--- src/dnfs_pkg.sv ---
// Types and constants of the dual node failover supervisor.
`default_nettype none

package dnfs_pkg;

    localparam int ADDR_W = 3;

    typedef enum logic [2:0] {
        CMD_TICK      = 3'd0,
        CMD_HEARTBEAT = 3'd1,
        CMD_CHECK     = 3'd2,
        CMD_FAIL      = 3'd3,
        CMD_RECOVER   = 3'd4,
        CMD_WRITE     = 3'd5
    } cmd_t;

    typedef enum logic [1:0] {
        ROLE_ACTIVE   = 2'd0,
        ROLE_STANDBY  = 2'd1,
        ROLE_FAILED   = 2'd2,
        ROLE_ISOLATED = 2'd3
    } role_t;

    localparam logic [1:0] HEALTH_OK    = 2'd0;
    localparam logic [1:0] HEALTH_FAULT = 2'd3;

    localparam logic [7:0] MISS_MAX = 8'hFF;

    localparam logic [31:0] TIMEOUT_LIMIT_RST = 32'd3000;
    localparam logic [7:0]  MISS_LIMIT_RST    = 8'd3;

    typedef enum logic {
        REG_TIMEOUT_LIMIT = 1'b0,
        REG_MISS_LIMIT    = 1'b1
    } reg_idx_t;

    typedef struct packed {
        logic [31:0] timeout_limit;
        logic [7:0]  miss_limit;
    } cfg_t;

    typedef struct packed {
        logic [2:0]  command;
        logic        node;
        logic [31:0] elapsed_ms;
    } item_t;

    typedef struct packed {
        logic        ok;
        logic        timeout_found;
        logic        lead_node;
        logic [1:0]  role_node0;
        logic [1:0]  role_node1;
        logic [1:0]  health_node0;
        logic [1:0]  health_node1;
        logic [31:0] epoch_count;
        logic [31:0] failover_count;
        logic        cluster_healthy;
        logic        mirror_match;
    } result_t;

endpackage

`default_nettype wire

--- src/dual_node_failover_supervisor.sv ---
// Top level of the dual node active/standby failover supervisor.
// Commands arrive on the item channel (item_valid, item_stall, command, node,
// elapsed_ms) and each one yields exactly one status transaction on the
// result channel (result_valid, result_stall and the status fields).
// A command is captured in an input register and, once the result register
// can take it, is applied to the cluster state while its status lands in the
// result register at the same edge. One command is taken every cycle while
// result_stall is low, and the update between the registers is combinational.
// While result_stall is high the result register holds its transaction and
// the input register may still fill, so one more item is taken before
// item_stall rises. The timeout and miss limits are written over the APB
// port; the user must write them only while the block is idle, which the
// block itself does not enforce; pready is always high.
// Reset clears the valid flags of both pipeline registers, sets node 0 active
// and node 1 standby, both healthy, and loads the limits with 3000 and 3.
`default_nettype none

module dual_node_failover_supervisor (
    input  wire logic                        clk,
    input  wire logic                        rst_n,
    input  wire logic                        psel,
    input  wire logic                        penable,
    input  wire logic                        pwrite,
    input  wire logic [dnfs_pkg::ADDR_W-1:0] paddr,
    input  wire logic [31:0]                 pwdata,
    output logic      [31:0]                 prdata,
    output logic                             pready,
    input  wire logic                        item_valid,
    output logic                             item_stall,
    input  wire logic [2:0]                  command,
    input  wire logic                        node,
    input  wire logic [31:0]                 elapsed_ms,
    output logic                             result_valid,
    input  wire logic                        result_stall,
    output logic                             ok,
    output logic                             timeout_found,
    output logic                             lead_node,
    output logic      [1:0]                  role_node0,
    output logic      [1:0]                  role_node1,
    output logic      [1:0]                  health_node0,
    output logic      [1:0]                  health_node1,
    output logic      [31:0]                 epoch_count,
    output logic      [31:0]                 failover_count,
    output logic                             cluster_healthy,
    output logic                             mirror_match
);

    dnfs_pkg::cfg_t    cfg;
    dnfs_pkg::item_t   item_reg;
    dnfs_pkg::result_t eng_result;
    dnfs_pkg::result_t res_reg;
    logic              item_valid_reg;
    logic              item_valid_next;
    logic              res_valid_reg;
    logic              res_valid_next;
    logic              res_load;
    logic              fire;
    logic              accept;

    dnfs_cfg u_cfg (
        .clk     (clk),
        .rst_n   (rst_n),
        .psel    (psel),
        .penable (penable),
        .pwrite  (pwrite),
        .paddr   (paddr),
        .pwdata  (pwdata),
        .prdata  (prdata),
        .pready  (pready),
        .cfg     (cfg)
    );

    dnfs_engine u_engine (
        .clk    (clk),
        .rst_n  (rst_n),
        .fire   (fire),
        .item   (item_reg),
        .cfg    (cfg),
        .result (eng_result)
    );

    // The result register takes a new transaction when empty or being drained.
    assign res_load   = !res_valid_reg || !result_stall;
    assign fire       = item_valid_reg && res_load;
    assign item_stall = item_valid_reg && !res_load;
    assign accept     = item_valid && !item_stall;

    always_comb
    begin
        item_valid_next = item_valid_reg;
        if (accept)
        begin
            item_valid_next = 1'b1;
        end
        else if (fire)
        begin
            item_valid_next = 1'b0;
        end
        res_valid_next = res_load ? fire : res_valid_reg;
    end

    always_ff @(posedge clk or negedge rst_n)
    begin
        if (!rst_n)
        begin
            item_valid_reg <= 1'b0;
            res_valid_reg  <= 1'b0;
        end
        else
        begin
            item_valid_reg <= item_valid_next;
            res_valid_reg  <= res_valid_next;
        end
    end

    always_ff @(posedge clk)
    begin
        if (accept)
        begin
            item_reg.command    <= command;
            item_reg.node       <= node;
            item_reg.elapsed_ms <= elapsed_ms;
        end
        if (fire)
        begin
            res_reg <= eng_result;
        end
    end

    assign result_valid    = res_valid_reg;
    assign ok              = res_reg.ok;
    assign timeout_found   = res_reg.timeout_found;
    assign lead_node       = res_reg.lead_node;
    assign role_node0      = res_reg.role_node0;
    assign role_node1      = res_reg.role_node1;
    assign health_node0    = res_reg.health_node0;
    assign health_node1    = res_reg.health_node1;
    assign epoch_count     = res_reg.epoch_count;
    assign failover_count  = res_reg.failover_count;
    assign cluster_healthy = res_reg.cluster_healthy;
    assign mirror_match    = res_reg.mirror_match;

endmodule

`default_nettype wire

--- src/dnfs_cfg.sv ---
// APB register bank holding the timeout and miss limits.
`default_nettype none

module dnfs_cfg (
    input  wire logic                        clk,
    input  wire logic                        rst_n,
    input  wire logic                        psel,
    input  wire logic                        penable,
    input  wire logic                        pwrite,
    input  wire logic [dnfs_pkg::ADDR_W-1:0] paddr,
    input  wire logic [31:0]                 pwdata,
    output logic      [31:0]                 prdata,
    output logic                             pready,
    output dnfs_pkg::cfg_t                   cfg
);

    dnfs_pkg::cfg_t   cfg_reg;
    dnfs_pkg::cfg_t   cfg_next;
    dnfs_pkg::reg_idx_t reg_idx;
    logic             wr_en;

    assign pready  = 1'b1;
    assign reg_idx = dnfs_pkg::reg_idx_t'(paddr[2]);
    assign wr_en   = psel && penable && pwrite && pready;

    always_comb
    begin
        cfg_next = cfg_reg;
        if (wr_en)
        begin
            unique case (reg_idx)
                dnfs_pkg::REG_TIMEOUT_LIMIT: cfg_next.timeout_limit = pwdata;
                dnfs_pkg::REG_MISS_LIMIT:    cfg_next.miss_limit    = pwdata[7:0];
                default:                     cfg_next = cfg_reg;
            endcase
        end
    end

    always_comb
    begin
        unique case (reg_idx)
            dnfs_pkg::REG_TIMEOUT_LIMIT: prdata = cfg_reg.timeout_limit;
            dnfs_pkg::REG_MISS_LIMIT:    prdata = {24'd0, cfg_reg.miss_limit};
            default:                     prdata = 32'd0;
        endcase
    end

    always_ff @(posedge clk or negedge rst_n)
    begin
        if (!rst_n)
        begin
            cfg_reg.timeout_limit <= dnfs_pkg::TIMEOUT_LIMIT_RST;
            cfg_reg.miss_limit    <= dnfs_pkg::MISS_LIMIT_RST;
        end
        else
        begin
            cfg_reg <= cfg_next;
        end
    end

    assign cfg = cfg_reg;

endmodule

`default_nettype wire

--- src/dnfs_engine.sv ---
// Cluster state registers and the combinational command update.
`default_nettype none

module dnfs_engine (
    input  wire logic            clk,
    input  wire logic            rst_n,
    input  wire logic            fire,
    input  wire dnfs_pkg::item_t item,
    input  wire dnfs_pkg::cfg_t  cfg,
    output dnfs_pkg::result_t    result
);

    dnfs_pkg::role_t role_reg   [2];
    dnfs_pkg::role_t role_next  [2];
    logic [1:0]      health_reg [2];
    logic [1:0]      health_next[2];
    logic [31:0]     heard_reg  [2];
    logic [31:0]     heard_next [2];
    logic [7:0]      missed_reg [2];
    logic [7:0]      missed_next[2];
    logic [31:0]     ver_reg    [2];
    logic [31:0]     ver_next   [2];
    logic [31:0]     now_reg;
    logic [31:0]     now_next;
    logic            active_reg;
    logic            active_next;
    logic [31:0]     epoch_reg;
    logic [31:0]     epoch_next;
    logic [31:0]     failovers_reg;
    logic [31:0]     failovers_next;

    logic [1:0]      unusable;
    logic            peer;
    logic [31:0]     since_heard;
    logic [7:0]      missed_inc;
    logic [31:0]     ver_inc;
    logic            ok;
    logic            tmo;

    always_comb
    begin
        for (int i = 0; i < 2; i++)
        begin
            unusable[i] = (health_reg[i] == dnfs_pkg::HEALTH_FAULT) ||
                          (role_reg[i] == dnfs_pkg::ROLE_FAILED);
        end
    end

    assign peer        = ~item.node;
    assign since_heard = now_reg - heard_reg[item.node];
    assign missed_inc  = (missed_reg[item.node] == dnfs_pkg::MISS_MAX) ?
                         missed_reg[item.node] : missed_reg[item.node] + 8'd1;
    assign ver_inc     = ver_reg[active_reg] + 32'd1;

    always_comb
    begin
        logic sb;
        role_next      = role_reg;
        health_next    = health_reg;
        heard_next     = heard_reg;
        missed_next    = missed_reg;
        ver_next       = ver_reg;
        now_next       = now_reg;
        active_next    = active_reg;
        epoch_next     = epoch_reg;
        failovers_next = failovers_reg;
        ok             = 1'b0;
        tmo            = 1'b0;
        sb             = 1'b0;
        unique case (dnfs_pkg::cmd_t'(item.command))
            dnfs_pkg::CMD_TICK:
            begin
                now_next = now_reg + item.elapsed_ms;
                ok       = 1'b1;
            end
            dnfs_pkg::CMD_HEARTBEAT:
            begin
                // The sender's heartbeat refreshes what its peer last heard.
                if (!unusable[item.node] && !unusable[peer])
                begin
                    heard_next[peer]  = now_reg;
                    missed_next[peer] = 8'd0;
                    ok                = 1'b1;
                end
            end
            dnfs_pkg::CMD_CHECK:
            begin
                if (!unusable[peer] && (since_heard > cfg.timeout_limit))
                begin
                    missed_next[item.node] = missed_inc;
                    tmo = (missed_inc >= cfg.miss_limit);
                end
                ok = tmo;
            end
            dnfs_pkg::CMD_FAIL:
            begin
                health_next[item.node] = dnfs_pkg::HEALTH_FAULT;
                role_next[item.node]   = dnfs_pkg::ROLE_FAILED;
                if (item.node != active_reg)
                begin
                    ok = 1'b1;
                end
                else if (!unusable[peer])
                begin
                    role_next[peer] = dnfs_pkg::ROLE_ACTIVE;
                    active_next     = peer;
                    epoch_next      = epoch_reg + 32'd1;
                    failovers_next  = failovers_reg + 32'd1;
                    ok              = 1'b1;
                end
            end
            dnfs_pkg::CMD_RECOVER:
            begin
                health_next[item.node] = dnfs_pkg::HEALTH_OK;
                missed_next[item.node] = 8'd0;
                if (active_reg != item.node)
                begin
                    role_next[item.node] = dnfs_pkg::ROLE_STANDBY;
                end
                else if (role_reg[peer] != dnfs_pkg::ROLE_ACTIVE)
                begin
                    role_next[item.node] = dnfs_pkg::ROLE_ACTIVE;
                end
                else
                begin
                    role_next[item.node] = dnfs_pkg::ROLE_STANDBY;
                    active_next          = peer;
                end
                // The mirror sync looks at the roles as they stand after re-roling.
                sb = ~active_next;
                if ((health_next[sb] != dnfs_pkg::HEALTH_FAULT) &&
                    (role_next[sb] != dnfs_pkg::ROLE_FAILED))
                begin
                    ver_next[sb] = ver_reg[active_next];
                end
                ok = 1'b1;
            end
            dnfs_pkg::CMD_WRITE:
            begin
                sb                   = ~active_reg;
                ver_next[active_reg] = ver_inc;
                if (!unusable[sb])
                begin
                    ver_next[sb] = ver_inc;
                    ok           = 1'b1;
                end
            end
            default:
            begin
                ok = 1'b0;
            end
        endcase
    end

    always_comb
    begin
        result.ok              = ok;
        result.timeout_found   = tmo;
        result.lead_node       = active_next;
        result.role_node0      = role_next[0];
        result.role_node1      = role_next[1];
        result.health_node0    = health_next[0];
        result.health_node1    = health_next[1];
        result.epoch_count     = epoch_next;
        result.failover_count  = failovers_next;
        result.cluster_healthy =
            ((role_next[0] == dnfs_pkg::ROLE_ACTIVE) &&
             (health_next[0] == dnfs_pkg::HEALTH_OK)) ||
            ((role_next[1] == dnfs_pkg::ROLE_ACTIVE) &&
             (health_next[1] == dnfs_pkg::HEALTH_OK));
        result.mirror_match    = (health_next[0] != dnfs_pkg::HEALTH_FAULT) &&
                                 (health_next[1] != dnfs_pkg::HEALTH_FAULT) &&
                                 (ver_next[0] == ver_next[1]);
    end

    always_ff @(posedge clk or negedge rst_n)
    begin
        if (!rst_n)
        begin
            role_reg[0]   <= dnfs_pkg::ROLE_ACTIVE;
            role_reg[1]   <= dnfs_pkg::ROLE_STANDBY;
            for (int i = 0; i < 2; i++)
            begin
                health_reg[i] <= dnfs_pkg::HEALTH_OK;
                heard_reg[i]  <= 32'd0;
                missed_reg[i] <= 8'd0;
                ver_reg[i]    <= 32'd0;
            end
            now_reg       <= 32'd0;
            active_reg    <= 1'b0;
            epoch_reg     <= 32'd0;
            failovers_reg <= 32'd0;
        end
        else if (fire)
        begin
            role_reg      <= role_next;
            health_reg    <= health_next;
            heard_reg     <= heard_next;
            missed_reg    <= missed_next;
            ver_reg       <= ver_next;
            now_reg       <= now_next;
            active_reg    <= active_next;
            epoch_reg     <= epoch_next;
            failovers_reg <= failovers_next;
        end
    end

endmodule

`default_nettype wire

--- config.mk ---
export PLATFORM = sky130hd
export DESIGN_NAME = dual_node_failover_supervisor
export DESIGN_NICKNAME = d
export VERILOG_FILES = /design/src/dnfs_pkg.sv /design/src/dual_node_failover_supervisor.sv /design/src/dnfs_cfg.sv /design/src/dnfs_engine.sv
export SDC_FILE = /design/constraint.sdc
export NUM_CORES = 1
export LEC_CHECK = 0
export ABC_AREA = 1
export BUFFER_PORTS_ARGS = -buffer_cell sky130_fd_sc_hd__buf_4
export CAP_MARGIN = 20
export CORE_ASPECT_RATIO = 0.6
export CORE_UTILIZATION = 55
export CTS_CLUSTER_DIAMETER = 40
export DETAILED_ROUTE_END_ITERATION = 8
export GPL_TIMING_DRIVEN = 1
export PLACE_DENSITY_LB_ADDON = 0.3
export SETUP_SLACK_MARGIN = 0.15
export SKIP_CTS_REPAIR_TIMING = 1
export SLEW_MARGIN = 40
export SYNTH_ARGS = -nofsm -noshare
export SYNTH_HDL_FRONTEND = slang
export SYNTH_SLANG_ARGS = --single-unit
--- constraint.sdc ---
create_clock -name clk -period 7.55 [get_ports clk]
set_input_delay 0.755 -clock clk [delete_from_list [all_inputs] [get_ports clk]]
set_output_delay 0.755 -clock clk [all_outputs]
set_load 0.05 [all_outputs]
* Word-level counts from Yosys, hierarchy flattened *
Index checks and enable logic that the tools add are counted.

storage, ports and cells
  bits in registers = 404
  latch bits = 0
  bits in writable memories = 0
  bits in read-only memories = 0
  input port bits = 78
  output and inout port bits = 112
  memories = 0

cells by class
  add/subtract/negate cells = 6
  multiply operators = 0
  div/mod/pow operators = 0
  $lt $le $gt $ge = 16
  equality and inequality tests = 19
  shifts and indexed selects = 0
  mux-type cells = 83
  bitwise logic cells = 26
  reduce and logical (&&, ||, !) cells = 41

operators by type and width
  kind                   count
  $mux 32                19
  $bwmux 64              4
  $demux 32 s1           4
  $mux 64                2
  $pmux 64 s2            1
  $add 32x1->32 const B  3
  $pmux 32 s2            1
  $mux 8                 6
  $pmux 16 s3            1
  $add 32x32->32         1
  $and 16x16->16         2
  $eq 32x32->1           1
  $gt 32x32->1           1
  $mux 16                2
  $not 16->16            2
  $sub 32x32->32         1
  $mux 2                 11
  $mux 4                 5
  $mux 1                 18
  $logic_and 1x1->1      17
  $bwmux 16              1
  $demux 8 s1            2
  $pmux 4 s2             2
  $and 4x4->4            3
  33 further kinds       81

* Logic depth before layout (Yosys ltp) *
  word-level depth = 20
  gate-level depth with buffers = 35
  mapped depth without buffers = 31

* By module *
A second synthesis with hierarchy kept.

second synthesis, totals
  cell total of the unflattened synthesis = 3690
  area total of the unflattened synthesis = 26932.1 um2

by module, submodules not included
  module                         times used  cells each  area each (um2)
  dnfs_engine                    1           3309        21461.8
  dual_node_failover_supervisor  1           125         3488.3
  dnfs_cfg                       1           256         1981.9

* Least setup slack after synthesis *
OpenSTA, ideal clock, no wires.

  kind = reg2reg
  from = register item_reg[32] in the netlist's numbering
  to = register u_engine.missed_reg[0] in the netlist's numbering
  setup time = 0.067 ns
  data arrival time = 5.331 ns
  data required time = 7.483 ns
  setup slack = 2.153 ns
  stages on the path, launching flop included = 34
  path buffers = 5
  cell sequence = edfxtp_1 > buf_4 > clkbuf_1 > clkbuf_1 > buf_1 > nand2_1 > nand2_1 > ha_1 > inv_1 > fa_1 > a21oi_1 > o21ai_0 > a21boi_0 > inv_1 > nand2_1 > nand2_1 > a21boi_0 > o21ai_0 > nand2_1 > nand2_1 > nand2_1 > nand2_1 > ha_1 > nand2_1 > inv_1 > nand4_1 > nor4_1 > o21ai_0 > nand2_1 > nand2_1 > nand2_1 > clkbuf_1 > nand4_1 > nand2_1

between the ends
  cells in the longest elaborated chain, start to end = 10
  elaborated cells on any way between the ends = 43

ends and longest elaborated chain
  element                                                  line                                 text
  from (decl)                                              dual_node_failover_supervisor.sv:49  dnfs_pkg::item_t item_reg;
  branches (longest 10 deep; another with $sub 32x32->32)  --
  to (signal assigned)                                     dnfs_engine.sv:199                   missed_reg <= missed_next;
  to (decl)                                                dnfs_engine.sv:19                    logic [7:0] missed_reg [2];

Parallel ways; which one is timed is not known. The select of a mux whose other input is x is not followed.
A chain may end at the register's enable or synchronous reset.

* Worst setup path after layout *
  from = register item_reg[32] in the netlist's numbering
  to = register u_engine.missed_reg[12] in the netlist's numbering

The elaborated chain is that of the path after synthesis.

==> parameters.txt <==
Parameter                              Value

STA
  Setup TNS ... 0 ns
  Fin. max-slew vios ... 0
  Post-layout min period ... roughly 6.5 ns
  Slew at the pin closest to its max-slew limit ... 0.8379 ns
  FMAX ... 153.3 MHz
  Worst rel slew slack ... 0.4414
  Part of the cycle the worst path needs ... 0.8641
  Final setup vio count ... 0
  Final Hold Vio Count ... 0
  Final worst setup slack ... 1.026 ns
  Minimum hold slack ... 0.3478 ns
  Worst setup skew after layout ... 0.01525 ns
  Unrepaired setup endpoints after global routing ... no

Finish
  Final Non-Filler Cells ... 4303
  Post-layout instance area ... 0.02965 sq mm
  Synth-to-layout area growth ... 14.02%
  Antenna diode instance count ... 0
  Layout cell share with drive strength beyond 1 ... 0.1051
  Number of nets in the finished design ... 3820

Synthesis
  Area of the mapped netlist ... about 0.026 sq mm
  Top cells by area, synth ... sky130_fd_sc_hd__dfrtp_1 (27%), sky130_fd_sc_hd__nand2_1 (14%), sky130_fd_sc_hd__edfxtp_1 (13%), sky130_fd_sc_hd__o21ai_0 (7.6%), sky130_fd_sc_hd__inv_1 (6.0%)
  Register area share after synthesis ... 0.4110
  Cell type with the largest total area after synthesis ... sky130_fd_sc_hd__dfrtp_1
  Share of Yosys cell area claimed by the top area cell type ... 0.2704
  Top-count cell post-synth ... sky130_fd_sc_hd__nand2_1
  Syn Area/Cell ... about 7.4 sq um
  Count of distinct cell types in the synthesized netlist ... 64
  Flop and latch count out of synthesis ... 404
  Most frequent cells after synthesis ... sky130_fd_sc_hd__nand2_1 (1003), sky130_fd_sc_hd__inv_1 (419), sky130_fd_sc_hd__o21ai_0 (395)
  Flip-flop cell with the highest count after synthesis ... sky130_fd_sc_hd__dfrtp_1
  EDFF count, synth ... 113
  Cell count after synthesis ... about 3500
  Synthesized netlist net count ... between 3000 and 4000
  Async set-or-reset flop fraction in the synthesized netlist ... 0.7203
  Synth Warn # ... 0

CTS
  Number of H-tree levels ... 2
  Number of buffers created by CTS ... 48
  Max Buffers Root-to-Sink ... 3
  Clock root cell ... sky130_fd_sc_hd__clkbuf_16
  TritonCTS clock tree ... done
  Clk_lat worst skew ... 0.58 ns
  Clock transition at path regs ... 0.06 ns
  Sink Count ... 404

Route
  First-iteration detailed-routing DRC count ... 2605
  Via/cell ratio ... 5.584
  Final wirelength ... 72.68 mm
  Antenna-violating nets left ... 0
  Detailed-route DRC error count ... 0
  Pre-Repair DR Iteration Count ... 6
  Final routed wire length divided by cell count ... 16.89 microns
  Vias ... 24030

Setup path
  CP max FO ... 31
  Launching element type of the critical path ... flip-flop
  Setup Crit Path Kind ... reg -> reg
  Most prevalent standard cell on the critical path ... sky130_fd_sc_hd__nand2_1
  Cell type of the slowest stage on the worst timing path ... sky130_fd_sc_hd__nor4_1
  CP peak stage delay ... 0.61 ns
  Worst path required time ... approximately 8 ns
  Crit path arrival time ... 6.98 ns
  Endpoint kind of the worst setup timing path ... flip-flop

Power and ir drop
  Power dissipated by switching net loads ... a little under 6 mW
  Clock network power share ... 0.197
  Cell area power density ... about 420 mW/mm^2
  LEAKAGE ... 14.30 nW
  Worst supply voltage drop on vdd ... 258.8 uV
  Combinational Power Share ... 0.533
  Switch share ... 0.4751
  Internal power component ... 6.587 mW
  Share of power burned in registers ... 0.270

Place
  HPWL after DPL ... between 50 and 60 mm
  Total of buffers placed on input and output ports ... 186
  Total placed instance area ... 0.02790 sq mm
  Number of cells in the design after placement ... roughly 4200
  Final weighted congestion in routability-driven placement ... 0.9793
  DP Worst Slack ... 1.224 ns

Global routing
  Vias in the first global route ... approximately 22000
  Wire length of the first global-routing pass ... roughly 120 mm
  Total routing resource utilization after global routing ... 0.3030
  Congestion Overflow GR ... 0
  Maximum number of pins on one net before global-route repair ... 142
  Number of antenna violations at the first check in global routing ... 0

Die
  Chip width ... 282.7 microns
  Starting density of the core ... 0.5594
  IO Count ... 190
  Height of the die ... 170.4 microns
  CORE AREA ... 0.04648 sq mm
  DIE AREA ... 0.04818 sq mm
  Number of cell rows ... 61

Min path
  Worst Hold Class ... in -> reg

Flow run
  Max-cap check violation count ... 0

Run status
  Outcome ... finished clean
## worst max-delay path, delay by kind of cell, from the launching register on
family | cells | cell delay [ns]
adders and majority gates | 3 | 0.87
buffers and inverters | 4 | 0.61
and+or+nand+nor | 17 | 2.72
DFF | 1 | 0.36
AOI/OAI and AO/OA | 6 | 1.87
## per-layer routing
layer  track usage  share of wire  up-vias
li1              -              -    11750
met1        0.4619           0.48    11180
met4       0.08625          0.025        0
met5             0              0        -
met3       0.07208          0.097      112
met2        0.4216           0.40      987
## placed cells by master (no fill, tap or decap), types with 6 or more instances in the layout
cell / count
sky130_fd_sc_hd__dfrtp_1: 280
sky130_fd_sc_hd__nor2_2: 10
sky130_fd_sc_hd__o32ai_1: 7
sky130_fd_sc_hd__bufinv_16: 6
sky130_fd_sc_hd__inv_1: 416
sky130_fd_sc_hd__nor3_1: 36
sky130_fd_sc_hd__nor4_1: 9
sky130_fd_sc_hd__o21a_1: 6
sky130_fd_sc_hd__a21oi_1: 124
sky130_fd_sc_hd__inv_2: 9
sky130_fd_sc_hd__o211ai_1: 12
sky130_fd_sc_hd__o21ai_2: 6
sky130_fd_sc_hd__dfstp_2: 10
sky130_fd_sc_hd__a21o_1: 7
sky130_fd_sc_hd__nand4_1: 57
sky130_fd_sc_hd__ha_1: 107
sky130_fd_sc_hd__nor2_4: 8
sky130_fd_sc_hd__buf_4: 208
sky130_fd_sc_hd__nand3b_1: 9
sky130_fd_sc_hd__o21ai_0: 395
sky130_fd_sc_hd__xor2_1: 83
sky130_fd_sc_hd__a21boi_0: 8
sky130_fd_sc_hd__clkbuf_1: 6
sky130_fd_sc_hd__xnor2_1: 33
sky130_fd_sc_hd__edfxtp_1: 113
sky130_fd_sc_hd__nand2_2: 17
sky130_fd_sc_hd__nand2_1: 1001
sky130_fd_sc_hd__mux2i_1: 30
sky130_fd_sc_hd__o21ai_1: 31
sky130_fd_sc_hd__nor2_1: 253
sky130_fd_sc_hd__or2_2: 7
sky130_fd_sc_hd__clkinv_2: 6
sky130_fd_sc_hd__a31oi_1: 28
sky130_fd_sc_hd__nand3_1: 188
sky130_fd_sc_hd__nand3_2: 7
sky130_fd_sc_hd__clkbuf_16: 51
## path summary, 6_finish.rpt
| kind | start | endpoint | depth (start not counted) | slack [ns] |
|---|---|---|---|---|
| max | item_reg[32]$_DFFE_PP_ | u_engine.missed_reg[12]$_DFFE_PN0P_ | 30 | 1.03 |
| min | elapsed_ms[15] | item_reg[15]$_DFFE_PP_ | 1 | 0.35 |
| max in group asynchronous | rst_n | u_engine.active_reg$_DFFE_PN0P_ | 5 | 5.40 |
| min reg2reg | u_engine.missed_reg[6]$_DFFE_PN0P_ | u_engine.missed_reg[6]$_DFFE_PN0P_ | 2 | 0.47 |
| max reg2reg | item_reg[32]$_DFFE_PP_ | u_engine.missed_reg[12]$_DFFE_PN0P_ | 30 | 1.03 |
| min in group asynchronous | rst_n | u_cfg.cfg[9]$_DFFE_PN0P_ | 2 | 0.60 |
## power by group through the flow
stage                     registers, mW  logic [mW]  clock network (mW)
after floorplan                    3.55        4.68                   0
after global placement             3.40        6.34                   0
after detailed placement           3.41        6.47                   0
after CTS                          3.38        6.54                2.51
after global routing               3.47        7.50                2.60
final                              3.39        6.69                2.47
## per-stage QoR
| step | power, mW | utilization |
|---|---|---|
| 2_1_floorplan | 8.231 | - |
| 3_3_place_gp | 9.738 | 0.5989 |
| 3_5_place_dp | 9.874 | 0.6002 |
| 4_1_cts | 12.43 | 0.6370 |
| 5_1_grt | 13.57 | 0.6379 |
| 6_report | 12.55 | 0.6379 |
## area by class of cell
| cell class | count | area, sq um |
|---|---|---|
| clock buffers | 58 | 1313 |
| clock inverters | 32 | 397.9 |
| fillers | 4078 | 16830 |
| inverters | 428 | 1614 |
| multi-input cells | 2536 | 13160 |
| flip-flops and latches | 404 | 10690 |
| well taps | 630 | 788.3 |
| repair buffers | 215 | 1692 |
## cell families (layout without fill, tap and decap cells)
| logic type | Yosys count | in the layout | synth area share |
|---|---|---|---|
| other | 1 | 1 | 0.0001442 |
| AND/OR/NAND/NOR | 1622 | 1622 | 0.2634 |
| flip-flops | 404 | 404 | 0.4110 |
| multiplexers | 30 | 30 | 0.01155 |
| XOR/XNOR | 119 | 119 | 0.04095 |
| adder cells (fa/ha/maj) | 109 | 109 | 0.05302 |
| AO/OA/AOI/OAI | 655 | 655 | 0.1363 |
| buffers and inverters | 551 | 733 | 0.08363 |
No activity file was read; power rests on OpenSTA's default activity.
